==> config.mk <==
export PLATFORM = sky130hd
export DESIGN_NAME = fifo_with_class_tally_promote_flat
export DESIGN_NICKNAME = d
export VERILOG_FILES = /design/src/sv/fwct_pkg.sv /design/src/sv/fwct_if.sv /design/src/sv/fwct_datapath.sv /design/src/sv/fwct_ctrl.sv /design/src/sv/fifo_with_class_tally_promote.sv /design/src/flat_wrapper.sv
export SDC_FILE = /design/constraint.sdc
export NUM_CORES = 2
export LEC_CHECK = 0
export BUFFER_PORTS_ARGS = -buffer_cell sky130_fd_sc_hd__buf_2
export CAP_MARGIN = 20
export CORE_UTILIZATION = 50
export CTS_CLUSTER_SIZE = 40
export DETAILED_ROUTE_END_ITERATION = 10
export PLACE_DENSITY_LB_ADDON = 0.3
export SYNTH_ARGS = -nofsm -noshare
export SYNTH_HDL_FRONTEND = slang
export SYNTH_SLANG_ARGS = --single-unit
==> constraint.sdc <==
create_clock -name clk -period 8.3 [get_ports clk]
set_input_delay 1.66 -clock clk [delete_from_list [all_inputs] [get_ports clk]]
set_output_delay 1.66 -clock clk [all_outputs]
set_load 0.01 [all_outputs]
==> src/sv/fwct_pkg.sv <==
// Package for the class-tally FIFO: action and status codes, widths, defaults.
// No dependencies.
`default_nettype none
package fwct_pkg;
	localparam int QUEUE_DEPTH_DEF = 16;
	localparam int TAG_BITS_DEF = 32;
	localparam int TOTAL_W = 20;
	localparam int DUR_W = 16;
	localparam int KIND_W = 8;
	localparam logic [TOTAL_W-1:0] TOTAL_MAX = '1;

	typedef enum logic [2:0] {
		ACT_PUSH = 3'd0,
		ACT_POP = 3'd1,
		ACT_CLEAR = 3'd2,
		ACT_PEEK_FRONT = 3'd3,
		ACT_PEEK_BACK = 3'd4,
		ACT_TALLY = 3'd5
	} action_t;

	typedef enum logic [1:0] {
		ST_OK = 2'd0,
		ST_EMPTY = 2'd1,
		ST_FULL = 2'd2
	} status_t;

	// controller -> datapath
	typedef struct packed {
		logic do_push;
		logic do_pop;
		logic do_clear;
		logic rd_back;
		logic tally_start;
		logic scan_rd;    // read entry at scan index
		logic scan_acc;   // load registered read into result register (pop/peek)
		logic pass_two;
		logic wb_rd;      // read scratch for write back
		logic wb_wr;
		logic load_in;
		logic res_err_empty;
		logic res_err_full;
		logic res_zero;
	} cmd_t;

	// datapath -> controller
	typedef struct packed {
		logic empty;
		logic full;
	} stat_t;
endpackage
`default_nettype wire

==> src/sv/fwct_if.sv <==
// Valid/ready channel interfaces for input and result transactions.
// Depends on fwct_pkg.
`default_nettype none
interface fwct_in_if import fwct_pkg::*; #(parameter int TAG_BITS = TAG_BITS_DEF);
	logic valid;
	logic ready;
	logic [2:0] action;
	logic [31:0] name_tag;
	logic [31:0] prize_tag;
	logic [7:0] kind;
	logic [15:0] duration;
	modport source (output valid, action, name_tag, prize_tag, kind, duration, input ready);
	modport sink (input valid, action, name_tag, prize_tag, kind, duration, output ready);
endinterface

interface fwct_out_if;
	logic valid;
	logic ready;
	logic [1:0] status;
	logic [31:0] out_name;
	logic [31:0] out_prize;
	logic [7:0] out_kind;
	logic [15:0] out_duration;
	logic [19:0] total;
	modport source (output valid, status, out_name, out_prize, out_kind, out_duration, total,
		input ready);
	modport sink (input valid, status, out_name, out_prize, out_kind, out_duration, total,
		output ready);
endinterface
`default_nettype wire

==> src/sv/fwct_datapath.sv <==
// Datapath: ring store, scratch store, pointers, tally accumulator, result register.
// Depends on fwct_pkg.
`default_nettype none
module fwct_datapath import fwct_pkg::*; #(
	parameter int QUEUE_DEPTH = QUEUE_DEPTH_DEF,
	parameter int TAG_BITS = TAG_BITS_DEF
) (
	input wire logic clk,
	input wire logic arst_n,
	input wire cmd_t cmd,
	output stat_t stat,
	output logic scan_last,
	output logic wb_last,
	input wire logic [31:0] in_name,
	input wire logic [31:0] in_prize,
	input wire logic [7:0] in_kind,
	input wire logic [15:0] in_dur,
	output logic [1:0] r_status,
	output logic [31:0] r_name,
	output logic [31:0] r_prize,
	output logic [7:0] r_kind,
	output logic [15:0] r_dur,
	output logic [19:0] r_total
);
	localparam int AW = (QUEUE_DEPTH > 1) ? $clog2(QUEUE_DEPTH) : 1;
	localparam int CW = $clog2(QUEUE_DEPTH + 1);
	localparam int EW = 2 * TAG_BITS + KIND_W + DUR_W;
	localparam logic [CW-1:0] DEPTH_C = CW'(QUEUE_DEPTH);

	logic [EW-1:0] ring_q [QUEUE_DEPTH];
	logic [EW-1:0] scr_q [QUEUE_DEPTH];
	logic [AW-1:0] head_q;
	logic [CW-1:0] count_q;
	logic [CW-1:0] idx_q;      // issue index for scan / write back
	logic [CW-1:0] n_q;        // scratch fill count
	logic [CW-1:0] wbi_q;      // write-back offset of registered data
	logic [EW-1:0] rd_q;
	logic [EW-1:0] srd_q;
	logic rd_v_q;
	logic wb_v_q;
	logic [KIND_W-1:0] want_q;
	logic [TOTAL_W-1:0] acc_q;

	function automatic logic [AW-1:0] rpos(input logic [AW-1:0] h, input logic [CW-1:0] off);
		logic [CW:0] s;
		s = (CW+1)'(h) + (CW+1)'(off);
		if (s >= (CW+1)'(QUEUE_DEPTH))
			s = s - (CW+1)'(QUEUE_DEPTH);
		return s[AW-1:0];
	endfunction

	logic [EW-1:0] push_e;
	assign push_e = {TAG_BITS'(in_name), TAG_BITS'(in_prize), in_kind, in_dur};

	assign stat.empty = (count_q == '0);
	assign stat.full = (count_q >= DEPTH_C);
	assign scan_last = (idx_q + 1'b1 >= count_q);
	assign wb_last = (idx_q + 1'b1 >= count_q);

	logic [AW-1:0] rd_addr;
	always_comb begin
		rd_addr = head_q;
		if (cmd.rd_back)
			rd_addr = rpos(head_q, count_q - 1'b1);
		else if (cmd.scan_rd)
			rd_addr = rpos(head_q, idx_q);
	end

	logic [KIND_W-1:0] rd_kind;
	logic [DUR_W-1:0] rd_dur;
	logic hit;
	logic [TOTAL_W:0] sum;
	assign rd_kind = rd_q[DUR_W +: KIND_W];
	assign rd_dur = rd_q[DUR_W-1:0];
	assign hit = (rd_kind == want_q) ^ cmd.pass_two;
	assign sum = {1'b0, acc_q} + (TOTAL_W+1)'(rd_dur);

	always_ff @(posedge clk) begin
		if (cmd.do_push && !stat.full)
			ring_q[rpos(head_q, count_q)] <= push_e;
		else if (wb_v_q)
			ring_q[rpos(head_q, wbi_q)] <= srd_q;
		rd_q <= ring_q[rd_addr];
		if (rd_v_q && hit)
			scr_q[n_q[AW-1:0]] <= rd_q;
		srd_q <= scr_q[idx_q[AW-1:0]];
	end

	always_ff @(posedge clk or negedge arst_n) begin
		if (!arst_n) begin
			head_q <= '0;
			count_q <= '0;
			idx_q <= '0;
			n_q <= '0;
			rd_v_q <= 1'b0;
			wb_v_q <= 1'b0;
			wbi_q <= '0;
			acc_q <= '0;
		end else begin
			rd_v_q <= cmd.scan_rd;
			wb_v_q <= cmd.wb_rd;
			wbi_q <= idx_q;
			if (cmd.do_push && !stat.full)
				count_q <= count_q + 1'b1;
			if (cmd.do_pop && !stat.empty) begin
				head_q <= rpos(head_q, CW'(1));
				count_q <= count_q - 1'b1;
			end
			if (cmd.do_clear) begin
				head_q <= '0;
				count_q <= '0;
			end
			if (cmd.tally_start) begin
				idx_q <= '0;
				n_q <= '0;
				acc_q <= '0;
			end else if (cmd.scan_rd || cmd.wb_rd) begin
				idx_q <= idx_q + 1'b1;
			end else begin
				idx_q <= '0;
			end
			if (rd_v_q && hit) begin
				n_q <= n_q + 1'b1;
				if (!cmd.pass_two)
					acc_q <= sum[TOTAL_W] ? TOTAL_MAX : sum[TOTAL_W-1:0];
			end
		end
	end

	always_ff @(posedge clk) begin
		if (cmd.load_in)
			want_q <= in_kind;
	end

	// result register; peek/pop data comes from rd_q in the cycle after the read
	always_ff @(posedge clk) begin
		if (cmd.res_zero || cmd.res_err_empty || cmd.res_err_full) begin
			r_status <= cmd.res_err_empty ? ST_EMPTY : (cmd.res_err_full ? ST_FULL : ST_OK);
			r_name <= '0;
			r_prize <= '0;
			r_kind <= '0;
			r_dur <= '0;
			r_total <= '0;
		end else if (cmd.scan_acc) begin
			r_status <= ST_OK;
			r_name <= 32'(rd_q[EW-1 -: TAG_BITS]);
			r_prize <= 32'(rd_q[EW-1-TAG_BITS -: TAG_BITS]);
			r_kind <= rd_kind;
			r_dur <= rd_dur;
			r_total <= '0;
		end else if (cmd.wb_wr) begin
			r_status <= ST_OK;
			r_name <= '0;
			r_prize <= '0;
			r_kind <= '0;
			r_dur <= '0;
			r_total <= acc_q;
		end
	end
endmodule
`default_nettype wire

==> src/sv/fwct_ctrl.sv <==
// Controller FSM: sequences actions, tally scan passes and write back, handshakes.
// Depends on fwct_pkg.
`default_nettype none
module fwct_ctrl import fwct_pkg::*; (
	input wire logic clk,
	input wire logic arst_n,
	input wire logic in_valid,
	output logic in_ready,
	input wire logic [2:0] in_action,
	output logic out_valid,
	input wire logic out_ready,
	input wire stat_t stat,
	input wire logic scan_last,
	input wire logic wb_last,
	output cmd_t cmd
);
	typedef enum logic [7:0] {
		S_IDLE = 8'b00000001,
		S_READ = 8'b00000010,
		S_P1 = 8'b00000100,
		S_P1D = 8'b00001000,
		S_P2 = 8'b00010000,
		S_P2D = 8'b00100000,
		S_WB = 8'b01000000,
		S_OUT = 8'b10000000
	} state_t;

	state_t state_q, state_d;
	logic out_v_q;
	logic fire;
	logic start;

	assign in_ready = (state_q == S_IDLE) && !out_v_q;
	assign fire = in_valid && in_ready;
	assign out_valid = out_v_q;

	always_comb begin
		cmd = '0;
		state_d = state_q;
		start = 1'b0;
		case (state_q)
			S_IDLE: begin
				if (fire) begin
					cmd.load_in = 1'b1;
					case (in_action)
						ACT_PUSH: begin
							cmd.do_push = 1'b1;
							cmd.res_err_full = stat.full;
							cmd.res_zero = !stat.full;
							start = 1'b1;
						end
						ACT_POP, ACT_PEEK_FRONT, ACT_PEEK_BACK: begin
							if (stat.empty) begin
								cmd.res_err_empty = 1'b1;
								start = 1'b1;
							end else begin
								cmd.rd_back = (in_action == ACT_PEEK_BACK);
								cmd.do_pop = (in_action == ACT_POP);
								state_d = S_READ;
							end
						end
						ACT_TALLY: begin
							cmd.tally_start = 1'b1;
							if (stat.empty) begin
								cmd.res_zero = 1'b1;
								start = 1'b1;
							end else begin
								state_d = S_P1;
							end
						end
						default: begin
							if (in_action == ACT_CLEAR)
								cmd.do_clear = 1'b1;
							cmd.res_zero = 1'b1;
							start = 1'b1;
						end
					endcase
				end
			end
			S_READ: begin
				cmd.scan_acc = 1'b1;
				start = 1'b1;
				state_d = S_OUT;
			end
			S_P1: begin
				cmd.scan_rd = 1'b1;
				if (scan_last)
					state_d = S_P1D;
			end
			S_P1D: state_d = S_P2;
			S_P2: begin
				cmd.scan_rd = 1'b1;
				cmd.pass_two = 1'b1;
				if (scan_last)
					state_d = S_P2D;
			end
			S_P2D: begin
				cmd.pass_two = 1'b1;
				state_d = S_WB;
			end
			S_WB: begin
				cmd.wb_rd = 1'b1;
				if (wb_last) begin
					cmd.wb_wr = 1'b1;
					start = 1'b1;
					state_d = S_OUT;
				end
			end
			S_OUT: state_d = S_IDLE;
			default: state_d = S_IDLE;
		endcase
	end

	always_ff @(posedge clk or negedge arst_n) begin
		if (!arst_n) begin
			state_q <= S_IDLE;
			out_v_q <= 1'b0;
		end else begin
			state_q <= state_d;
			if (start)
				out_v_q <= 1'b1;
			else if (out_ready)
				out_v_q <= 1'b0;
		end
	end
endmodule
`default_nettype wire

==> src/sv/fifo_with_class_tally_promote.sv <==
// Bounded record FIFO with class tally and stable promotion of matching records.
// Push, clear, ignored codes and errors load the result as the input is taken; pop/peek first
// read the entry into rd_q; tally runs two scan passes and a write back, one entry per cycle.
// One transaction in flight; next input can be taken in the cycle after the result is taken.
// arst_n clears pointers, count and control; stores hold no reset value.
`default_nettype none
module fifo_with_class_tally_promote import fwct_pkg::*; #(
	parameter int QUEUE_DEPTH = QUEUE_DEPTH_DEF,
	parameter int TAG_BITS = TAG_BITS_DEF
) (
	input wire logic clk,
	input wire logic arst_n,
	fwct_in_if.sink in_ch,
	fwct_out_if.source out_ch
);
	cmd_t cmd;
	stat_t stat;
	logic scan_last, wb_last;

	fwct_ctrl u_ctrl (
		.clk, .arst_n,
		.in_valid(in_ch.valid), .in_ready(in_ch.ready), .in_action(in_ch.action),
		.out_valid(out_ch.valid), .out_ready(out_ch.ready),
		.stat, .scan_last, .wb_last, .cmd
	);

	fwct_datapath #(.QUEUE_DEPTH(QUEUE_DEPTH), .TAG_BITS(TAG_BITS)) u_dp (
		.clk, .arst_n, .cmd, .stat, .scan_last, .wb_last,
		.in_name(in_ch.name_tag), .in_prize(in_ch.prize_tag),
		.in_kind(in_ch.kind), .in_dur(in_ch.duration),
		.r_status(out_ch.status), .r_name(out_ch.out_name), .r_prize(out_ch.out_prize),
		.r_kind(out_ch.out_kind), .r_dur(out_ch.out_duration), .r_total(out_ch.total)
	);
endmodule
`default_nettype wire

==> src/flat_wrapper.sv <==
// flat-port wrapper written by rule: the top's interface ports become plain ports
module fifo_with_class_tally_promote_flat import fwct_pkg::*;
#(
	parameter int QUEUE_DEPTH = QUEUE_DEPTH_DEF,
	parameter int TAG_BITS = TAG_BITS_DEF
)
  (clk, arst_n, in_ch_valid, in_ch_action, in_ch_name_tag, in_ch_prize_tag, in_ch_kind, in_ch_duration, in_ch_ready, out_ch_valid, out_ch_status, out_ch_out_name, out_ch_out_prize, out_ch_out_kind, out_ch_out_duration, out_ch_total, out_ch_ready);
  fwct_in_if #(.TAG_BITS(TAG_BITS)) in_ch_i ();
  fwct_out_if out_ch_i ();
  input wire logic clk;
  input wire logic arst_n;
  input wire logic [$bits(in_ch_i.valid)-1:0] in_ch_valid;
  input wire logic [$bits(in_ch_i.action)-1:0] in_ch_action;
  input wire logic [$bits(in_ch_i.name_tag)-1:0] in_ch_name_tag;
  input wire logic [$bits(in_ch_i.prize_tag)-1:0] in_ch_prize_tag;
  input wire logic [$bits(in_ch_i.kind)-1:0] in_ch_kind;
  input wire logic [$bits(in_ch_i.duration)-1:0] in_ch_duration;
  output wire logic [$bits(in_ch_i.ready)-1:0] in_ch_ready;
  output wire logic [$bits(out_ch_i.valid)-1:0] out_ch_valid;
  output wire logic [$bits(out_ch_i.status)-1:0] out_ch_status;
  output wire logic [$bits(out_ch_i.out_name)-1:0] out_ch_out_name;
  output wire logic [$bits(out_ch_i.out_prize)-1:0] out_ch_out_prize;
  output wire logic [$bits(out_ch_i.out_kind)-1:0] out_ch_out_kind;
  output wire logic [$bits(out_ch_i.out_duration)-1:0] out_ch_out_duration;
  output wire logic [$bits(out_ch_i.total)-1:0] out_ch_total;
  input wire logic [$bits(out_ch_i.ready)-1:0] out_ch_ready;
  assign in_ch_i.valid = in_ch_valid;
  assign in_ch_i.action = in_ch_action;
  assign in_ch_i.name_tag = in_ch_name_tag;
  assign in_ch_i.prize_tag = in_ch_prize_tag;
  assign in_ch_i.kind = in_ch_kind;
  assign in_ch_i.duration = in_ch_duration;
  assign in_ch_ready = in_ch_i.ready;
  assign out_ch_valid = out_ch_i.valid;
  assign out_ch_status = out_ch_i.status;
  assign out_ch_out_name = out_ch_i.out_name;
  assign out_ch_out_prize = out_ch_i.out_prize;
  assign out_ch_out_kind = out_ch_i.out_kind;
  assign out_ch_out_duration = out_ch_i.out_duration;
  assign out_ch_total = out_ch_i.total;
  assign out_ch_i.ready = out_ch_ready;
  fifo_with_class_tally_promote #(.QUEUE_DEPTH(QUEUE_DEPTH), .TAG_BITS(TAG_BITS)) u_core (.clk(clk), .arst_n(arst_n), .in_ch(in_ch_i), .out_ch(out_ch_i));
endmodule
=== Word level (Yosys, flattened, before mapping) ===
Memory sizes are Yosys's and may differ from the RTL's. A register that Yosys moved wholly into a read port is not among the register bits.
Index checks and enable logic that the tools add are counted.

* Bits in latches: 0
* Memory bits (writable): 2816
* Input port bits: 95
* Flip-flop bits (word level): 173
* Logic and storage cells: 168
* Output and inout port bits: 112
* Bits in read-only memories: 0
* Memories: 2

{| class="wikitable"
|+ Memory list
! memory !! words !! bits a word !! rd ports !! clocked after memory_dff !! write ports !! line !! RTL
|-
| u_core.u_dp.ring_q || 16 || 88 || 1 || 1 || 1 || fwct_datapath.sv:30 || <nowiki>logic [EW-1:0] ring_q [QUEUE_DEPTH];</nowiki>
|-
| u_core.u_dp.scr_q || 16 || 88 || 1 || 1 || 1 || fwct_datapath.sv:31 || <nowiki>logic [EW-1:0] scr_q [QUEUE_DEPTH];</nowiki>
|}

* Mux-type cells: 79
* Shift operators: 0
* Bitwise logic cells: 1
* $mul: 0
* Reduce and logical (&&, ||, !) cells: 27
* Add/subtract/negate cells: 15
* $lt $le $gt $ge: 7
* Equality and inequality tests: 20
* Div/mod/pow operators: 0

{| class="wikitable"
|+ Operators by type and width
! cell !! count
|-
| 32-bit two-way mux || 3
|-
| 88-bit two-way mux || 1
|-
| 88-bit OR reduction || 1
|-
| 20-bit two-way mux || 4
|-
| 8-bit two-way mux || 8
|-
| 4-bit two-way mux || 15
|-
| 8-bit case mux with 7 select lines || 1
|-
| 5-bit two-way mux || 9
|-
| 16-bit two-way mux || 2
|-
| 1-bit two-way mux || 27
|-
| 4-bit by 5-bit adder with 6-bit output || 4
|-
| 6-bit by 5-bit >= comparator with 1-bit output, second input constant || 4
|-
| 20-bit by 16-bit adder with 21-bit output || 1
|-
| 4-bit by 1-bit subtractor with 4-bit output, second input constant || 5
|-
| 8-bit case mux with 2 select lines || 1
|-
| 5-bit by 1-bit adder with 5-bit output, second input constant || 3
|-
| 2-bit two-way mux || 6
|-
| 5-bit >= comparator, second input constant || 2
|-
| 8-bit by 1-bit equality test with 1-bit output, second input constant || 1
|-
| 8-bit by 2-bit equality test with 1-bit output, second input constant || 1
|-
| 8-bit by 3-bit equality test with 1-bit output, second input constant || 1
|-
| 8-bit by 4-bit equality test with 1-bit output, second input constant || 1
|-
| 8-bit by 5-bit equality test with 1-bit output, second input constant || 1
|-
| 8-bit by 6-bit equality test with 1-bit output, second input constant || 1
|-
| 26 further kinds || 46
|}

=== Depth between registers and ports, before layout ===
* Depth in word-level cells: 10
* Depth in mapped cells: 14
* Depth with buffers taken out: 11

=== Cells and area by module ===
A second synthesis with hierarchy kept.

* Cell total of the unflattened synthesis: 7092
* Area, all modules: 120536.9 µm²

{| class="wikitable"
|+ By module, submodules not included
! module !! sequential area each (µm²) !! area an instance (µm²) !! cells an instance !! instances
|-
| fwct_datapath || 91647.9 || 119834.9 || 7010 || 1
|-
| fwct_ctrl || 226.5 || 701.9 || 82 || 1
|}

=== Worst setup path after synthesis ===
No wires, ideal clock.

* Path type: input to register
* Start: input in_ch_action[2]
* End: memory u_core.u_dp.ring_q[11][0] (netlist bit), enable pin
* Library setup time: 0.535 ns
* Buffers on the path: 3
* Data arrival time: 8.512 ns
* Required time: 7.765 ns
* Stages: 11
* Path slack: -0.747 ns
* Cell sequence: buf_2 or4_1 o21ai_0 clkbuf_1 clkbuf_1 mux2_2 ha_1 inv_1 fa_1 or3b_2 nor2_1

* Cells in the longest elaborated chain, start to end: 9
* Elaborated cells on any way between the ends: 12
* Classes of those cells: 9 x mux; 3 x reduce/logical

{| class="wikitable"
|+ Ends and longest elaborated chain
! what !! line !! RTL
|-
| from (decl) || flat_wrapper.sv:13 || <nowiki>input wire logic [$bits(in_ch_i.action)-1:0] in_ch_action;</nowiki>
|-
| 3-bit zero test * || fwct_ctrl.sv:45 || <nowiki>case (in_action)</nowiki>
|-
| 1-bit two-way mux * || fwct_ctrl.sv:45 ||
|-
| 5-bit two-way mux * || fwct_ctrl.sv:43 || <nowiki>if (fire) begin</nowiki>
|-
| 5-bit two-way mux * || fwct_ctrl.sv:41 || <nowiki>case (state_q)</nowiki>
|-
| 1-bit logical AND * || fwct_datapath.sv:79 || <nowiki>if (cmd.do_push && !stat.full)</nowiki>
|-
| 1-bit two-way mux || fwct_datapath.sv:79 ||
|-
| 1-bit two-way mux (implied by the code) || fwct_datapath.sv:82 || <nowiki>ring_q[rpos(head_q, wbi_q)] <= srd_q;</nowiki>
|-
| 88-bit OR reduction (no source line) || n/a ||
|-
| 4-bit two-way mux (no source line) or 1-bit two-way mux (tied branches) || n/a ||
|-
| to (decl) || fwct_datapath.sv:30 ||
|}

Mark *: on every way between the ends. The rest lies on a longest branch, timed or not.

=== Worst setup path after layout ===
* Start: input in_ch_valid
* End: memory u_core.u_dp.ring_q[4][59] (netlist bit), enable pin

* Cells in the longest elaborated chain, start to end: 8
* Elaborated cells on any way between the ends: 11
* Classes of those cells: 8 x mux; 3 x reduce/logical

{| class="wikitable"
|+ Ends and longest elaborated chain
! what !! line !! RTL
|-
| from (decl) || flat_wrapper.sv:12 || <nowiki>input wire logic [$bits(in_ch_i.valid)-1:0] in_ch_valid;</nowiki>
|-
| 1-bit logical AND * || fwct_ctrl.sv:34 || <nowiki>assign fire = in_valid && in_ready;</nowiki>
|-
| 5-bit two-way mux * || fwct_ctrl.sv:43 ||
|-
| 5-bit two-way mux * || fwct_ctrl.sv:41 ||
|-
| 1-bit logical AND * || fwct_datapath.sv:79 ||
|-
| 1-bit two-way mux || fwct_datapath.sv:79 ||
|-
| 1-bit two-way mux (implied by the code) || fwct_datapath.sv:82 ||
|-
| 88-bit OR reduction (no source line) || n/a ||
|-
| 4-bit two-way mux (no source line) or 1-bit two-way mux (tied branches) || n/a ||
|}

Marks and branches as above.

==> results.tsv <==
stage	metric	value	unit
logic_synthesis	ys async rst share	0.0168	
power	Combinational Power Share	0.143	
clocking	buffer count from post-CTS setup fixing	0	
logic_synthesis	Gate Count Post-Synth	7285	
global_routing	total track usage	0.260	
finish	Synth-to-Final Area Change	12.6	%
sta	RSZ-0062 raised after global routing	false	
logic_synthesis	largest family of logic cells by synthesized area	compound AO/OA/AOI/OAI gates	
sta	fmax	0.181	GHz
finish	final instance area	140000	sq um
hold_path	min-delay src	u_core.u_dp.r_name[6]	
sta	crit path time final	5.53	ns
sta	relative max-transition margin	0.117	
logic_synthesis	cell taking the most area after synthesis	edfxtp_1	
power	Psw	11100	uW
worst_setup_path	worst endpoint required time	8.86	ns
power	internal power	29700	uW
clocking	sinks on the clock net	3163	
logic_synthesis	mean area per synthesized cell	17.0	sq um
sta	Final Slew Violations	0	
detailed_routing	drt pass-1 iters	5	
clocking	clk slew on worst S/H paths	0.06	ns
logic_synthesis	Synth cell types	66	
power	Reg power frac	0.501	
detailed_routing	number of remaining DRC errors	0	
worst_setup_path	critical path start-end classification	in -> reg	
detailed_routing	Initial DRC Count	7740	
placed_design	gpl congestion	0.863	
detailed_routing	WL/cell	29.9	um
clocking	clock tree from TritonCTS	built	
detailed_routing	Total Wirelength	329000	um
sta	period utilisation layout	0.666	
finish	FILL cells	18300	
detailed_routing	met1 wire length	133000	um
logic_synthesis	xor-xnor portion of the synthesized cell area	0.00331	
die	IO Pins	207	
detailed_routing	metal3 WL	27400	um
logic_synthesis	predominant post-synthesis flop cell	edfxtp_1	
worst_setup_path	reg-to-reg slack, setup	3.11	ns
logic_synthesis	Post-Syn Nets	7424	
clocking	hold_buf cts	0	
placed_design	Detailed Place HPWL	172000	um
worst_setup_path	CP Launch Type	input pin	
power	Pleak	0.0448	uW
logic_synthesis	post-synthesis compound-gate area fraction	0.104	
clocking	clock latency on the worst-skew pair	0.98	ns
global_routing	first-pass GRT wire length	476000	um
logic_synthesis	Yosys reg bits	3163	
power	PwrDens	292	nW/um^2
logic_synthesis	EDFF count, synth	2826	
power	peak supply drop	0.283	mV
placed_design	I/O Buffers	206	
sta	Setup Skew	0.0886	ns
clocking	Post-CTS Resized	0	
global_routing	initial antenna violation count	22	
power	clock power share	0.356	
logic_synthesis	Mapped Area	124000	sq um
sta	setup ws final	2.77	ns
die	Die ar.	250000	sq um
logic_synthesis	most frequent cell after synthesis	edfxtp_1	
logic_synthesis	Seq/Total Area, Yosys	0.741	
worst_setup_path	CP startpoint	in_ch_valid	
clocking	Root Buffer	clkbuf_16	
logic_synthesis	Adder-Cell Fraction of Synth Area	0.00468	
global_routing	largest net degree at the start of global routing	218	
logic_synthesis	Yosys top cell area share	0.684	
clocking	number of buffers created by CTS	327	
die	cell row count	182	
logic_synthesis	Yosys Warn Count	0	
worst_setup_path	reg2reg start	u_core.u_ctrl.state_q[0]	
detailed_routing	met2 wire length	157000	um
sta	Final Hold Vio Count	0	
sta	worst-margin pin slew	1.33	ns
clocking	clk buf depth	4	
job	Max Cap Violations	0	
worst_setup_path	WP data arrival	6.09	ns
logic_synthesis	post-synthesis mux area share	0.102	
finish	share of layout cells above drive strength 1	0.206	
finish	Layout Nets	7573	
global_routing	vias in the first global route	69500	
detailed_routing	Vias	70100	
placed_design	Post-DP Area	129000	sq um
placed_design	dpl ws	1.88	ns
die	CORE AREA	246000	sq um
die	starting density of the core	0.504	
hold_path	worst hold-check path type	reg -> reg	
detailed_routing	final antenna-violating net count	0	
logic_synthesis	most frequent cells after synthesis	2,826 x edfxtp_1, 710 x o211ai_1, 527 x mux2_2	
detailed_routing	uppermost routed layer	met5	
die	Die X	500	um
global_routing	total grt overflow	0	
worst_setup_path	Setup crit end kind	flip-flop	
sta	Setup-failing EPs final	0	
power	Sw Share	0.272	
logic_synthesis	simple-gate portion of the synthesized area	0.0155	
clocking	H-tree levels	5	
status	status	completed	
detailed_routing	Via-to-Cell Ratio	6.37	
worst_setup_path	Crit Path Max Fanout	26	
die	die height	500	um
logic_synthesis	synth top area cells	edfxtp_1 68%, mux2_2 4.8%, dfxtp_1 4.6%, o211ai_1 4.3%, mux4_2 3.2%	
## power groups by stage
stage               logic, uW  registers (uW)  clock network, uW
detailed placement       5710           20800                  0
global placement         5610           20700                  0
CTS                      5730           20400              14700
finish                   5820           20400              14500
floorplan                3960           20100                  0
global route             6200           20500              15300
## cell families after synthesis
logic type,after synthesis
flops,3163
compound gates,1747
mux,982
buf+inv,926
simple gates,377
xor+xnor,46
fa+ha+maj,44
## state kept, by name, summed over array words and instances, names as in the netlist, 8 cells and up
register and count:
u_core.u_dp.acc_q 20, u_core.u_dp.rd_q 88, u_core.u_ctrl.state_q 8, u_core.u_dp.r_kind 8
u_core.u_dp.r_total 20, u_core.u_dp.want_q 8, u_core.u_dp.srd_q 88, u_core.u_dp.r_dur 16
u_core.u_dp.r_prize 32, u_core.u_dp.r_name 32, u_core.u_dp.scr_q 1408, u_core.u_dp.ring_q 1408
## final timing paths
kind / cells after the start / to
max: 13 / u_core.u_dp.ring_q[4][59]
min: 1 / u_core.u_dp.r_name[6]
max reg2reg: 12 / u_core.u_dp.ring_q[4][59]
min reg2reg: 1 / u_core.u_dp.r_name[6]
max in group asynchronous: 2 / u_core.u_dp.idx_q[2]
min in group asynchronous: 2 / u_core.u_dp.acc_q[11]
## layer usage
layer,track usage,up-vias
met4,0.0955,12
li1,-,29800
met3,0.0457,633
met1,0.356,36200
met2,0.417,3416
met5,0,-
## worst max-delay path: stages
cell and delay (ns):
buf_2 0.10, nor4bb_1 0.50, nand3_4 0.23, o21ai_4 0.65, mux2_2 0.44, ha_1 0.34
a21oi_1 0.16, nand2_1 0.09, xor2_1 0.15, xnor2_1 0.19, nand2b_1 0.36, nor2_4 0.56
buf_4 0.61
## through the flow
step	hold WS, ns	util	power (uW)	cells	TNS (ns)
after global placement	0.453	0.524	26300	10400	0
after CTS	0.470	0.567	40800	11000	0
final	0.469	0.567	40800	11000	0
after detailed placement	0.451	0.524	26500	10400	0
after floorplan	0.352	-	24000	7285	-650.82
after global routing	0.473	0.567	42000	11000	0
## cells in the final DEF (no fill, tap or decap), types with 6 or more instances in the layout
master	count
dfxtp_1	284
clkinv_1	35
a22o_1	88
clkinvlp_4	9
clkbuf_8	34
a221oi_1	89
a21oi_1	151
clkbuf_1	92
buf_12	38
a31oi_1	16
o2111ai_1	352
clkbuf_16	337
nor2_4	28
buf_4	124
ha_1	40
diode_2	7
nand2_1	122
clkinv_2	29
buf_2	206
mux4_2	176
inv_1	375
o211ai_1	710
a21o_1	14
xor2_1	19
mux2_1	9
o21ai_0	213
edfxtp_1	2826
dfrtp_1	48
xnor2_1	25
nand4_1	94
inv_6	6
nand2b_1	13
nor2b_1	7
a22oi_1	91
nor2_1	33
mux2i_1	268
bufinv_16	28
mux2_2	525
nand3_1	31
## cell type report
class	count	area, sq um	area share
Multi-Input combinational cell	3196	28900	0.207
Sequential cell	3163	91900	0.658
Clock buffer	463	9250	0.0662
Tap cell	3312	4140	0.0297
Clock inverter	112	1290	0.00927
Timing Repair Buffer	370	2760	0.0198
Antenna cell	7	17.5	0.000125
Inverter	376	1410	0.0101
No activity file was read; power rests on OpenSTA's default activity.
